File: src/rtl/stereo_block_rms_meter_core_macros.svh
// assertion macros for the stereo block rms meter
// used by stereo_block_rms_meter_core, no other dependencies
`ifndef STEREO_BLOCK_RMS_METER_CORE_MACROS_SVH
`define STEREO_BLOCK_RMS_METER_CORE_MACROS_SVH
`ifndef ASSERT_OFF
`define SRMS_ASSERT(lbl, clk, rstn, prop) \
	lbl: assert property (@(posedge clk) disable iff (!rstn) prop) \
		else $error("srms assertion failed");
`define SRMS_ASSERT_NR(lbl, clk, prop) \
	lbl: assert property (@(posedge clk) prop) else $error("srms assertion failed");
`else
`define SRMS_ASSERT(lbl, clk, rstn, prop)
`define SRMS_ASSERT_NR(lbl, clk, prop)
`endif
`endif

File: src/rtl/srms_pkg.sv
// shared constants, types and sample normalization for the block rms meter
// no dependencies
package srms_pkg;

	localparam int CFG_W          = 14;
	localparam int REG_IDX_W      = 2;
	localparam int SAMPLE_W       = 16;
	localparam int RAW_W          = 32;
	localparam int SQ_W           = 30;
	localparam int RAD_W          = 32;
	localparam int ROOT_W         = 16;
	localparam int QUEUE_DEPTH    = 4;
	localparam int COUNT_BITS_DEF = 14;

	localparam logic [REG_IDX_W-1:0] REG_BLOCK_FRAMES  = 2'd0;
	localparam logic [REG_IDX_W-1:0] REG_SAMPLE_FORMAT = 2'd1;
	localparam logic [REG_IDX_W-1:0] REG_STEREO_MODE   = 2'd2;

	localparam logic [1:0] FMT_S16 = 2'd0;
	localparam logic [1:0] FMT_S32 = 2'd1;
	localparam logic [1:0] FMT_U8  = 2'd2;

	localparam logic [CFG_W-1:0] BLOCK_FRAMES_RST = 14'd2400;
	localparam logic [1:0]       FORMAT_RST       = FMT_S16;
	localparam logic             STEREO_RST       = 1'b1;

	typedef struct packed {
		logic start;
		logic ack;
	} ds_ctrl_t;

	function automatic logic signed [SAMPLE_W-1:0] normalize(
		input logic [RAW_W-1:0] raw,
		input logic [1:0]       fmt
	);
		logic signed [SAMPLE_W-1:0] v;
		case (fmt)
			FMT_S16: v = raw[15:0];
			FMT_S32: v = raw[31:16];
			default: v = {raw[7] ^ 1'b1, raw[6:0], 8'h00};
		endcase
		return v;
	endfunction

endpackage

File: src/rtl/srms_queue.sv
// small fifo of finished block sums between the accumulator and the root unit
// uses srms_pkg for the default depth
module srms_queue #(
	parameter int W     = 89,
	parameter int DEPTH = srms_pkg::QUEUE_DEPTH
) (
	input  logic                       clk,
	input  logic                       arst_n,
	input  logic                       wr,
	input  logic [W-1:0]               wdata,
	input  logic                       rd,
	output logic [W-1:0]               rdata,
	output logic [$clog2(DEPTH+1)-1:0] level,
	output logic                       full,
	output logic                       empty
);
	localparam int PW = $clog2(DEPTH);
	localparam int LW = $clog2(DEPTH + 1);

	logic [W-1:0]  mem_q [DEPTH];
	logic [PW-1:0] wptr_q;
	logic [PW-1:0] rptr_q;
	logic [LW-1:0] level_q;

	assign rdata = mem_q[rptr_q];
	assign level = level_q;
	assign full  = level_q == LW'(DEPTH);
	assign empty = level_q == '0;

	always_ff @(posedge clk) begin
		if (wr) begin
			mem_q[wptr_q] <= wdata;
		end
	end

	always_ff @(posedge clk or negedge arst_n) begin
		if (!arst_n) begin
			wptr_q  <= '0;
			rptr_q  <= '0;
			level_q <= '0;
		end else begin
			if (wr) begin
				wptr_q <= (wptr_q == PW'(DEPTH - 1)) ? '0 : wptr_q + 1'b1;
			end
			if (rd) begin
				rptr_q <= (rptr_q == PW'(DEPTH - 1)) ? '0 : rptr_q + 1'b1;
			end
			if (wr && !rd) begin
				level_q <= level_q + 1'b1;
			end else if (rd && !wr) begin
				level_q <= level_q - 1'b1;
			end
		end
	end
endmodule

File: src/rtl/srms_front.sv
// front end: accepts frames, normalizes, squares and accumulates per channel
// uses srms_pkg; pushes finished block sums into srms_queue
module srms_front #(
	parameter int COUNT_BITS = srms_pkg::COUNT_BITS_DEF,
	parameter int SUM_W      = srms_pkg::SQ_W + COUNT_BITS,
	parameter int LVL_W      = $clog2(srms_pkg::QUEUE_DEPTH + 1)
) (
	input  logic                          clk,
	input  logic                          arst_n,
	input  logic                          in_valid,
	output logic                          in_ready,
	input  logic                          kind,
	input  logic [srms_pkg::RAW_W-1:0]    left_sample,
	input  logic [srms_pkg::RAW_W-1:0]    right_sample,
	input  logic [srms_pkg::CFG_W-1:0]    block_frames,
	input  logic [1:0]                    sample_format,
	input  logic                          stereo_mode,
	input  logic [LVL_W-1:0]              q_level,
	output logic                          push,
	output logic [SUM_W-1:0]              push_sum_l,
	output logic [SUM_W-1:0]              push_sum_r,
	output logic [COUNT_BITS-1:0]         push_count,
	output logic                          push_partial
);
	localparam int CMP_W = (COUNT_BITS > srms_pkg::CFG_W) ? COUNT_BITS : srms_pkg::CFG_W;
	localparam int SW    = srms_pkg::SAMPLE_W;

	logic                        accept;
	logic [LVL_W:0]              occ;
	logic                        valid_s1, kind_s1;
	logic signed [SW-1:0]        sl_s1, sr_s1;
	logic                        valid_s2, kind_s2;
	logic [srms_pkg::SQ_W:0]     sq_l_s2, sq_r_s2;
	logic signed [2*SW-1:0]      prod_l, prod_r;
	logic [SUM_W-1:0]            sum_l_q, sum_r_q, sum_l_nx, sum_r_nx;
	logic [COUNT_BITS-1:0]       count_q, cnt_nx;
	logic [srms_pkg::CFG_W-1:0]  limit;
	logic                        full_end;
	logic                        fmt_ok;
	logic signed [SW-1:0]        norm_l;

	assign occ      = {1'b0, q_level} + (LVL_W+1)'(valid_s1) + (LVL_W+1)'(valid_s2);
	assign in_ready = occ < (LVL_W+1)'(srms_pkg::QUEUE_DEPTH);
	assign accept   = in_valid && in_ready;
	assign fmt_ok   = sample_format inside {srms_pkg::FMT_S16, srms_pkg::FMT_S32,
		srms_pkg::FMT_U8};
	assign norm_l   = srms_pkg::normalize(left_sample, sample_format);

	assign prod_l = sl_s1 * sl_s1;
	assign prod_r = sr_s1 * sr_s1;

	assign sum_l_nx = sum_l_q + SUM_W'(sq_l_s2);
	assign sum_r_nx = sum_r_q + SUM_W'(sq_r_s2);
	assign cnt_nx   = count_q + 1'b1;
	assign limit    = (block_frames == '0) ? srms_pkg::CFG_W'(1) : block_frames;
	assign full_end = (CMP_W'(cnt_nx) >= CMP_W'(limit)) || (cnt_nx == '1);

	assign push         = valid_s2 && (kind_s2 ? (count_q != '0) : full_end);
	assign push_sum_l   = kind_s2 ? sum_l_q : sum_l_nx;
	assign push_sum_r   = kind_s2 ? sum_r_q : sum_r_nx;
	assign push_count   = kind_s2 ? count_q : cnt_nx;
	assign push_partial = kind_s2;

	always_ff @(posedge clk) begin
		if (accept) begin
			kind_s1 <= kind;
			sl_s1   <= norm_l;
			sr_s1   <= stereo_mode ? srms_pkg::normalize(right_sample, sample_format) : norm_l;
		end
		if (valid_s1) begin
			kind_s2 <= kind_s1;
			sq_l_s2 <= prod_l[srms_pkg::SQ_W:0];
			sq_r_s2 <= prod_r[srms_pkg::SQ_W:0];
		end
	end

	always_ff @(posedge clk or negedge arst_n) begin
		if (!arst_n) begin
			valid_s1 <= 1'b0;
			valid_s2 <= 1'b0;
			sum_l_q  <= '0;
			sum_r_q  <= '0;
			count_q  <= '0;
		end else begin
			// frames in an unknown format are dropped here
			valid_s1 <= accept && (kind || fmt_ok);
			valid_s2 <= valid_s1;
			if (valid_s2) begin
				if (kind_s2 || full_end) begin
					sum_l_q <= '0;
					sum_r_q <= '0;
					count_q <= '0;
				end else begin
					sum_l_q <= sum_l_nx;
					sum_r_q <= sum_r_nx;
					count_q <= cnt_nx;
				end
			end
		end
	end
endmodule

File: src/rtl/srms_divsqrt.sv
// one channel: shift-subtract divide of the square sum by the count,
// then digit-by-digit integer square root; uses srms_pkg
module srms_divsqrt #(
	parameter int COUNT_BITS = srms_pkg::COUNT_BITS_DEF,
	parameter int SUM_W      = srms_pkg::SQ_W + COUNT_BITS
) (
	input  logic                        clk,
	input  logic                        arst_n,
	input  srms_pkg::ds_ctrl_t          ctrl,
	input  logic [SUM_W-1:0]            dividend,
	input  logic [COUNT_BITS-1:0]       divisor,
	output logic                        done,
	output logic [srms_pkg::ROOT_W-1:0] root
);
	localparam int STEP_W = $clog2(SUM_W);
	localparam int RW     = srms_pkg::ROOT_W;
	localparam int RADW   = srms_pkg::RAD_W;

	localparam logic [1:0] ST_IDLE = 2'd0;
	localparam logic [1:0] ST_DIV  = 2'd1;
	localparam logic [1:0] ST_SQRT = 2'd2;
	localparam logic [1:0] ST_DONE = 2'd3;

	logic [1:0]            state_q;
	logic [STEP_W-1:0]     step_q;
	logic [SUM_W-1:0]      acc_q, acc_nx;
	logic [COUNT_BITS-1:0] div_q, rem_q, rem_nx;
	logic [COUNT_BITS:0]   rs, rs_diff;
	logic                  qbit;
	logic [RADW-1:0]       rad_q;
	logic [RW+1:0]         srem_q;
	logic [RW-1:0]         root_q;
	logic [RW+3:0]         sr, trial, sr_diff;
	logic                  rbit;

	assign rs      = {rem_q, acc_q[SUM_W-1]};
	assign rs_diff = rs - {1'b0, div_q};
	assign qbit    = rs >= {1'b0, div_q};
	assign rem_nx  = qbit ? rs_diff[COUNT_BITS-1:0] : rs[COUNT_BITS-1:0];
	assign acc_nx  = {acc_q[SUM_W-2:0], qbit};

	assign sr      = {srem_q, rad_q[RADW-1 -: 2]};
	assign trial   = {2'b00, root_q, 2'b01};
	assign sr_diff = sr - trial;
	assign rbit    = sr >= trial;

	assign done = state_q == ST_DONE;
	assign root = root_q;

	always_ff @(posedge clk) begin
		case (state_q)
			ST_IDLE: begin
				acc_q <= dividend;
				div_q <= divisor;
				rem_q <= '0;
			end
			ST_DIV: begin
				acc_q <= acc_nx;
				rem_q <= rem_nx;
				// the mean of squares never exceeds 2^30, so the low bits hold it
				rad_q  <= acc_nx[RADW-1:0];
				srem_q <= '0;
				root_q <= '0;
			end
			ST_SQRT: begin
				rad_q  <= {rad_q[RADW-3:0], 2'b00};
				srem_q <= rbit ? sr_diff[RW+1:0] : sr[RW+1:0];
				root_q <= {root_q[RW-2:0], rbit};
			end
			default: begin
			end
		endcase
	end

	always_ff @(posedge clk or negedge arst_n) begin
		if (!arst_n) begin
			state_q <= ST_IDLE;
			step_q  <= '0;
		end else begin
			case (state_q)
				ST_IDLE: begin
					if (ctrl.start) begin
						state_q <= ST_DIV;
						step_q  <= STEP_W'(SUM_W - 1);
					end
				end
				ST_DIV: begin
					if (step_q == '0) begin
						state_q <= ST_SQRT;
						step_q  <= STEP_W'(RW - 1);
					end else begin
						step_q <= step_q - 1'b1;
					end
				end
				ST_SQRT: begin
					if (step_q == '0) begin
						state_q <= ST_DONE;
					end else begin
						step_q <= step_q - 1'b1;
					end
				end
				ST_DONE: begin
					if (ctrl.ack) begin
						state_q <= ST_IDLE;
					end
				end
				default: state_q <= ST_IDLE;
			endcase
		end
	end
endmodule

File: src/rtl/srms_back.sv
// back end: takes block sums from the queue, runs both channels through
// srms_divsqrt and holds the result in the output register; uses srms_pkg
module srms_back #(
	parameter int COUNT_BITS = srms_pkg::COUNT_BITS_DEF,
	parameter int SUM_W      = srms_pkg::SQ_W + COUNT_BITS
) (
	input  logic                        clk,
	input  logic                        arst_n,
	input  logic                        q_empty,
	input  logic [SUM_W-1:0]            q_sum_l,
	input  logic [SUM_W-1:0]            q_sum_r,
	input  logic [COUNT_BITS-1:0]       q_count,
	input  logic                        q_partial,
	output logic                        q_pop,
	output logic                        out_valid,
	input  logic                        out_ready,
	output logic [srms_pkg::ROOT_W-1:0] rms_left,
	output logic [srms_pkg::ROOT_W-1:0] rms_right,
	output logic                        partial_block
);
	logic                        busy_q, partial_q, out_valid_q;
	logic                        done_l, done_r, load;
	logic [srms_pkg::ROOT_W-1:0] root_l, root_r;
	srms_pkg::ds_ctrl_t          ctrl;

	assign q_pop     = !busy_q && !q_empty;
	assign load      = busy_q && done_l && done_r && (!out_valid_q || out_ready);
	assign ctrl      = '{start: q_pop, ack: load};
	assign out_valid = out_valid_q;

	srms_divsqrt #(.COUNT_BITS(COUNT_BITS), .SUM_W(SUM_W)) u_ds_l (
		.clk      (clk),
		.arst_n   (arst_n),
		.ctrl     (ctrl),
		.dividend (q_sum_l),
		.divisor  (q_count),
		.done     (done_l),
		.root     (root_l)
	);

	srms_divsqrt #(.COUNT_BITS(COUNT_BITS), .SUM_W(SUM_W)) u_ds_r (
		.clk      (clk),
		.arst_n   (arst_n),
		.ctrl     (ctrl),
		.dividend (q_sum_r),
		.divisor  (q_count),
		.done     (done_r),
		.root     (root_r)
	);

	always_ff @(posedge clk) begin
		if (q_pop) begin
			partial_q <= q_partial;
		end
		if (load) begin
			rms_left      <= root_l;
			rms_right     <= root_r;
			partial_block <= partial_q;
		end
	end

	always_ff @(posedge clk or negedge arst_n) begin
		if (!arst_n) begin
			busy_q      <= 1'b0;
			out_valid_q <= 1'b0;
		end else begin
			if (q_pop) begin
				busy_q <= 1'b1;
			end else if (load) begin
				busy_q <= 1'b0;
			end
			if (load) begin
				out_valid_q <= 1'b1;
			end else if (out_ready) begin
				out_valid_q <= 1'b0;
			end
		end
	end
endmodule

File: src/rtl/stereo_block_rms_meter_core.sv
// channel  | dir | payload
// s_*      | in  | tdata: left_sample[31:0], right_sample[63:32]; tuser: kind
// m_*      | out | tdata: rms_left[15:0], rms_right[31:16]; tuser: partial_block
// cfg_*    | in  | write of block_frames, sample_format, stereo_mode by index
// frames are taken one per cycle while the queue of finished blocks has room;
// each block result is formed by the per-channel shift-subtract divide and the
// 16-step root
// the queue holds four finished blocks; input stalls once queue plus pipeline fill it
// reset restores register defaults and clears sums, count, queue and output
// top level: configuration registers, front, queue and back; uses srms_pkg
// and stereo_block_rms_meter_core_macros.svh
`include "stereo_block_rms_meter_core_macros.svh"

module stereo_block_rms_meter_core #(
	parameter int COUNT_BITS = srms_pkg::COUNT_BITS_DEF
) (
	input  logic                             clk,
	input  logic                             arst_n,
	input  logic                             s_tvalid,
	output logic                             s_tready,
	input  logic [63:0]                      s_tdata,  // left_sample, right_sample
	input  logic                             s_tuser,  // kind
	output logic                             m_tvalid,
	input  logic                             m_tready,
	output logic [31:0]                      m_tdata,  // rms_left, rms_right
	output logic                             m_tuser,  // partial_block
	input  logic                             cfg_we,
	input  logic [srms_pkg::REG_IDX_W-1:0]   cfg_index,
	input  logic [srms_pkg::CFG_W-1:0]       cfg_data
);
	localparam int SUM_W = srms_pkg::SQ_W + COUNT_BITS;
	localparam int QW    = 2 * SUM_W + COUNT_BITS + 1;
	localparam int LVL_W = $clog2(srms_pkg::QUEUE_DEPTH + 1);

	logic [srms_pkg::CFG_W-1:0] block_frames_q;
	logic [1:0]                 sample_format_q;
	logic                       stereo_mode_q;

	logic                  q_push, q_pop, q_full, q_empty;
	logic [LVL_W-1:0]      q_level;
	logic [SUM_W-1:0]      push_sum_l, push_sum_r;
	logic [COUNT_BITS-1:0] push_count;
	logic                  push_partial;
	logic [QW-1:0]         q_wdata, q_rdata;
	logic [srms_pkg::ROOT_W-1:0] rms_left, rms_right;

	always_ff @(posedge clk or negedge arst_n) begin
		if (!arst_n) begin
			block_frames_q  <= srms_pkg::BLOCK_FRAMES_RST;
			sample_format_q <= srms_pkg::FORMAT_RST;
			stereo_mode_q   <= srms_pkg::STEREO_RST;
		end else if (cfg_we) begin
			case (cfg_index)
				srms_pkg::REG_BLOCK_FRAMES:  block_frames_q  <= cfg_data;
				srms_pkg::REG_SAMPLE_FORMAT: sample_format_q <= cfg_data[1:0];
				srms_pkg::REG_STEREO_MODE:   stereo_mode_q   <= cfg_data[0];
				default: begin
				end
			endcase
		end
	end

	srms_front #(.COUNT_BITS(COUNT_BITS), .SUM_W(SUM_W), .LVL_W(LVL_W)) u_front (
		.clk           (clk),
		.arst_n        (arst_n),
		.in_valid      (s_tvalid),
		.in_ready      (s_tready),
		.kind          (s_tuser),
		.left_sample   (s_tdata[31:0]),
		.right_sample  (s_tdata[63:32]),
		.block_frames  (block_frames_q),
		.sample_format (sample_format_q),
		.stereo_mode   (stereo_mode_q),
		.q_level       (q_level),
		.push          (q_push),
		.push_sum_l    (push_sum_l),
		.push_sum_r    (push_sum_r),
		.push_count    (push_count),
		.push_partial  (push_partial)
	);

	assign q_wdata = {push_partial, push_count, push_sum_r, push_sum_l};

	srms_queue #(.W(QW), .DEPTH(srms_pkg::QUEUE_DEPTH)) u_queue (
		.clk    (clk),
		.arst_n (arst_n),
		.wr     (q_push),
		.wdata  (q_wdata),
		.rd     (q_pop),
		.rdata  (q_rdata),
		.level  (q_level),
		.full   (q_full),
		.empty  (q_empty)
	);

	srms_back #(.COUNT_BITS(COUNT_BITS), .SUM_W(SUM_W)) u_back (
		.clk           (clk),
		.arst_n        (arst_n),
		.q_empty       (q_empty),
		.q_sum_l       (q_rdata[SUM_W-1:0]),
		.q_sum_r       (q_rdata[2*SUM_W-1:SUM_W]),
		.q_count       (q_rdata[2*SUM_W+COUNT_BITS-1:2*SUM_W]),
		.q_partial     (q_rdata[QW-1]),
		.q_pop         (q_pop),
		.out_valid     (m_tvalid),
		.out_ready     (m_tready),
		.rms_left      (rms_left),
		.rms_right     (rms_right),
		.partial_block (m_tuser)
	);

	assign m_tdata = {rms_right, rms_left};

	`SRMS_ASSERT(a_no_overflow, clk, arst_n, q_push |-> !q_full)
	`SRMS_ASSERT(a_no_underflow, clk, arst_n, q_pop |-> !q_empty)
	`SRMS_ASSERT(a_full_stalls, clk, arst_n, q_full |-> !s_tready)
endmodule

File: config.mk
export PLATFORM = sky130hd
export DESIGN_NAME = stereo_block_rms_meter_core
export DESIGN_NICKNAME = d
export VERILOG_FILES = /design/src/rtl/srms_pkg.sv /design/src/rtl/srms_queue.sv /design/src/rtl/srms_front.sv /design/src/rtl/srms_divsqrt.sv /design/src/rtl/srms_back.sv /design/src/rtl/stereo_block_rms_meter_core.sv
export VERILOG_INCLUDE_DIRS = /design/src /design/src/rtl
export SDC_FILE = /design/constraint.sdc
export NUM_CORES = 2
export LEC_CHECK = 0
export BUFFER_PORTS_ARGS = -buffer_cell sky130_fd_sc_hd__buf_4
export CELL_PAD_IN_SITES_DETAIL_PLACEMENT = 1
export CELL_PAD_IN_SITES_GLOBAL_PLACEMENT = 1
export CORE_MARGIN = 1.5
export CORE_UTILIZATION = 23
export CTS_CLUSTER_SIZE = 24
export DETAILED_ROUTE_END_ITERATION = 8
export GPL_TIMING_DRIVEN = 1
export MAX_ROUTING_LAYER = met4
export PLACE_DENSITY_LB_ADDON = 0.1
export SLEW_MARGIN = 0
export SYNTH_ARGS = -nofsm -noshare
export SYNTH_HDL_FRONTEND = slang
export SYNTH_HIERARCHICAL = 1
export SYNTH_SLANG_ARGS = --single-unit
File: constraint.sdc
create_clock -name clk -period 7.5 [get_ports clk]
set_clock_uncertainty 0.1 [all_clocks]
set_input_delay 0 -clock clk [delete_from_list [all_inputs] [get_ports clk]]
set_output_delay 0 -clock clk [all_outputs]
set_load 0.01 [all_outputs]
==> out/results.ini <==
[synth]
synthesis.nets = 6195
synth_area_per_cell_sq_um = 12.0
syn-cell-area_sq_um = 63600
syn_inst = 5315
yosys_warnings = 6

[grt]
grt.overflow.total = 0
track_usage = 0.133
grt_start_max_net_pins = 72
antenna_found_initial = 6
grt_pass1_wl_mm = 279
grt_pass1_vias = 44268

[sta]
fmax_mhz = 145
max_slew_margin = 0.293
setup_tns_ns = 0
final.min_clock_period_ns = 6.90
worstMarginPinSlew_ns = 1.06
rsz0062_at_grt = false
report.final.slew_viol_count = 0
hold_violations = 0
setup_viol = 0
final.period_utilization = 0.920

[layout]
n_fill_cell = 30288
layout.cells.non_filler = 9348
syn2layout_area_growth_pct = 17.0
multi_input_area_sq_um = 31500
finish.net_count = 6435
seq_area_sq_um = 28200
drive_gt1_frac = 0.136

[placement]
finalWeightedCongestion = 0.754
placed_cells = 9002
port-buffer-count = 120
dp_hpwl_mm = 132

[status]
status = finished, final reports clean

[cts]
h-tree-depth = 3
clock_latency_ns = 0.80
tritoncts = done
cts_made_buffers = 121
ctsResizeCount = 0
root_buffer = clkbuf_16
cts.clk_slew.worst_paths_ns = 0.06
cts_buffer_depth = 3
cts_sinks = 962

[detailed_routing]
routed_wl_mm = 180
ant_nets = 0
first_pass_iters = 5
wl_per_cell_um = 19.2
drt_iter0_markers = 1628
drc = 0
via_count = 39688
vias_per_cell = 4.25

[floorplan]
start_util = 0.232
fp.dieH_um = 529
coreArea_sq_um = 274000
row_count = 192
ioPinCount = 121
die_x_um = 529
die_area_sq_um = 280000

[worst_setup_path]
cp_data_arrival_time_ns = 7.24
worstSetupEndpointType = register
crit_fanout = 10
crit_start = u_front/sr_s1[4]
rr_worst_depth = 22
reg2reg_slack_ns = 0.60
path_class = register to register
start_kind = register
timing.rr.start = u_front/sr_s1[4]
crit_required_ns = 7.84

[min_path]
min_from = s_tdata[19]
hold_path_depth = 4
hold_path_class = primary input to register

[flow_run]
drv_cap = 0

-- registers in the layout (all words and copies together), names as in the netlist, 14 cells and up --
signal,flops
block_frames_q,14
u_back/rms_left,16
u_back/rms_right,16
u_back/u_ds_l/acc_q,44
u_back/u_ds_l/div_q,14
u_back/u_ds_l/rad_q,32
u_back/u_ds_l/rem_q,14
u_back/u_ds_l/root,16
u_back/u_ds_l/srem_q,18
u_back/u_ds_r/acc_q,44
u_back/u_ds_r/div_q,14
u_back/u_ds_r/rad_q,32
u_back/u_ds_r/rem_q,14
u_back/u_ds_r/root,16
u_back/u_ds_r/srem_q,18
u_front/count_q,14
u_front/sl_s1,16
u_front/sq_l_s2,30
u_front/sq_r_s2,30
u_front/sr_s1,16
u_front/sum_l_q,44
u_front/sum_r_q,44
u_queue/mem_q,412
-- layout by cell type, fill, tap and decap left out, types with 45 or more instances in the layout --
cell / instances
xor2_1: 90
o21ai_1: 45
and2_1: 80
nand2_1: 404
mux4_2: 103
buf_4: 193
a21oi_1: 176
clkbuf_16: 121
a21o_1: 85
edfxtp_1: 816
dlygate4sd3_1: 115
nor2_1: 277
nand3_1: 61
o21ai_0: 166
mux2i_1: 56
fa_1: 461
mux2_2: 189
nor3_1: 70
inv_1: 795
xnor2_1: 140
ha_1: 327
dfrtp_1: 136
-- final timing paths --
check                                      endpoint
worst max-delay path            u_front/sq_r_s2[30]
worst min-delay path               u_front/sr_s1[3]
max in group asynchronous          u_front/valid_s1
worst min register to register  u_back/rms_right[4]
worst max register to register  u_front/sq_r_s2[30]
min in group asynchronous         block_frames_q[6]
-- routing by layer --
layer / vias to the layer above / share of wire / global-route usage
li1: 18910 / - / -
met1: 20242 / 0.49 / 0.181
met2: 354 / 0.47 / 0.215
met3: 182 / 0.022 / 0.0144
met4: 0 / 0.018 / 0.0263
met5: - / 0 / -
-- stage by stage --
stage | setup slack (ns) | instance area [sq um] | hold WS [ns] | utilization
after floorplan | 1.01 | 63600 | -0.396 | -
after global placement | 0.615 | 69000 | -0.00853 | 0.251
after detailed placement | 0.508 | 69000 | -0.0201 | 0.251
after CTS | 0.470 | 74400 | 0.0104 | 0.271
after global routing | 0.130 | 74400 | 0.0206 | 0.271
final | 0.600 | 74400 | 0.0568 | 0.271
-- repair_timing --
item,in CTS,in global routing
setup buffers,0,0
hold buffers,116,0
endpoints found under the hold margin,217,0
-- worst max-delay path: stages (launching register included) --
cell and delay, ns:
edfxtp_1 0.63, buf_4 0.28, nand2_1 0.10, fa_1 0.54, inv_1 0.07, fa_1 0.54, ha_1 0.14, inv_1 0.05
fa_1 0.46, fa_1 0.54, inv_1 0.05, fa_1 0.44, ha_1 0.35, a21oi_1 0.20, a21oi_1 0.10, a311oi_1 0.35
a21oi_1 0.29, a21oi_2 0.37, o221ai_1 0.22, o41ai_1 0.34, buf_4 0.19, mux2i_1 0.17, nand4_1 0.11
-- final cells by class --
cell class / instances / area share
Timing Repair Buffer: 319 / 0.0379
Sequential cell: 962 / 0.379
Multi-Input combinational cell: 3351 / 0.424
Inverter: 800 / 0.0404
Clock inverter: 82 / 0.0146
Clock buffer: 147 / 0.0428
Tap cell: 3686 / 0.0620
Antenna cell: 1 / 0.0000336
Power is left out: the tool's default activity adds up to more than one toggle a clock period on the data nets, which glitch-free logic cannot reach.
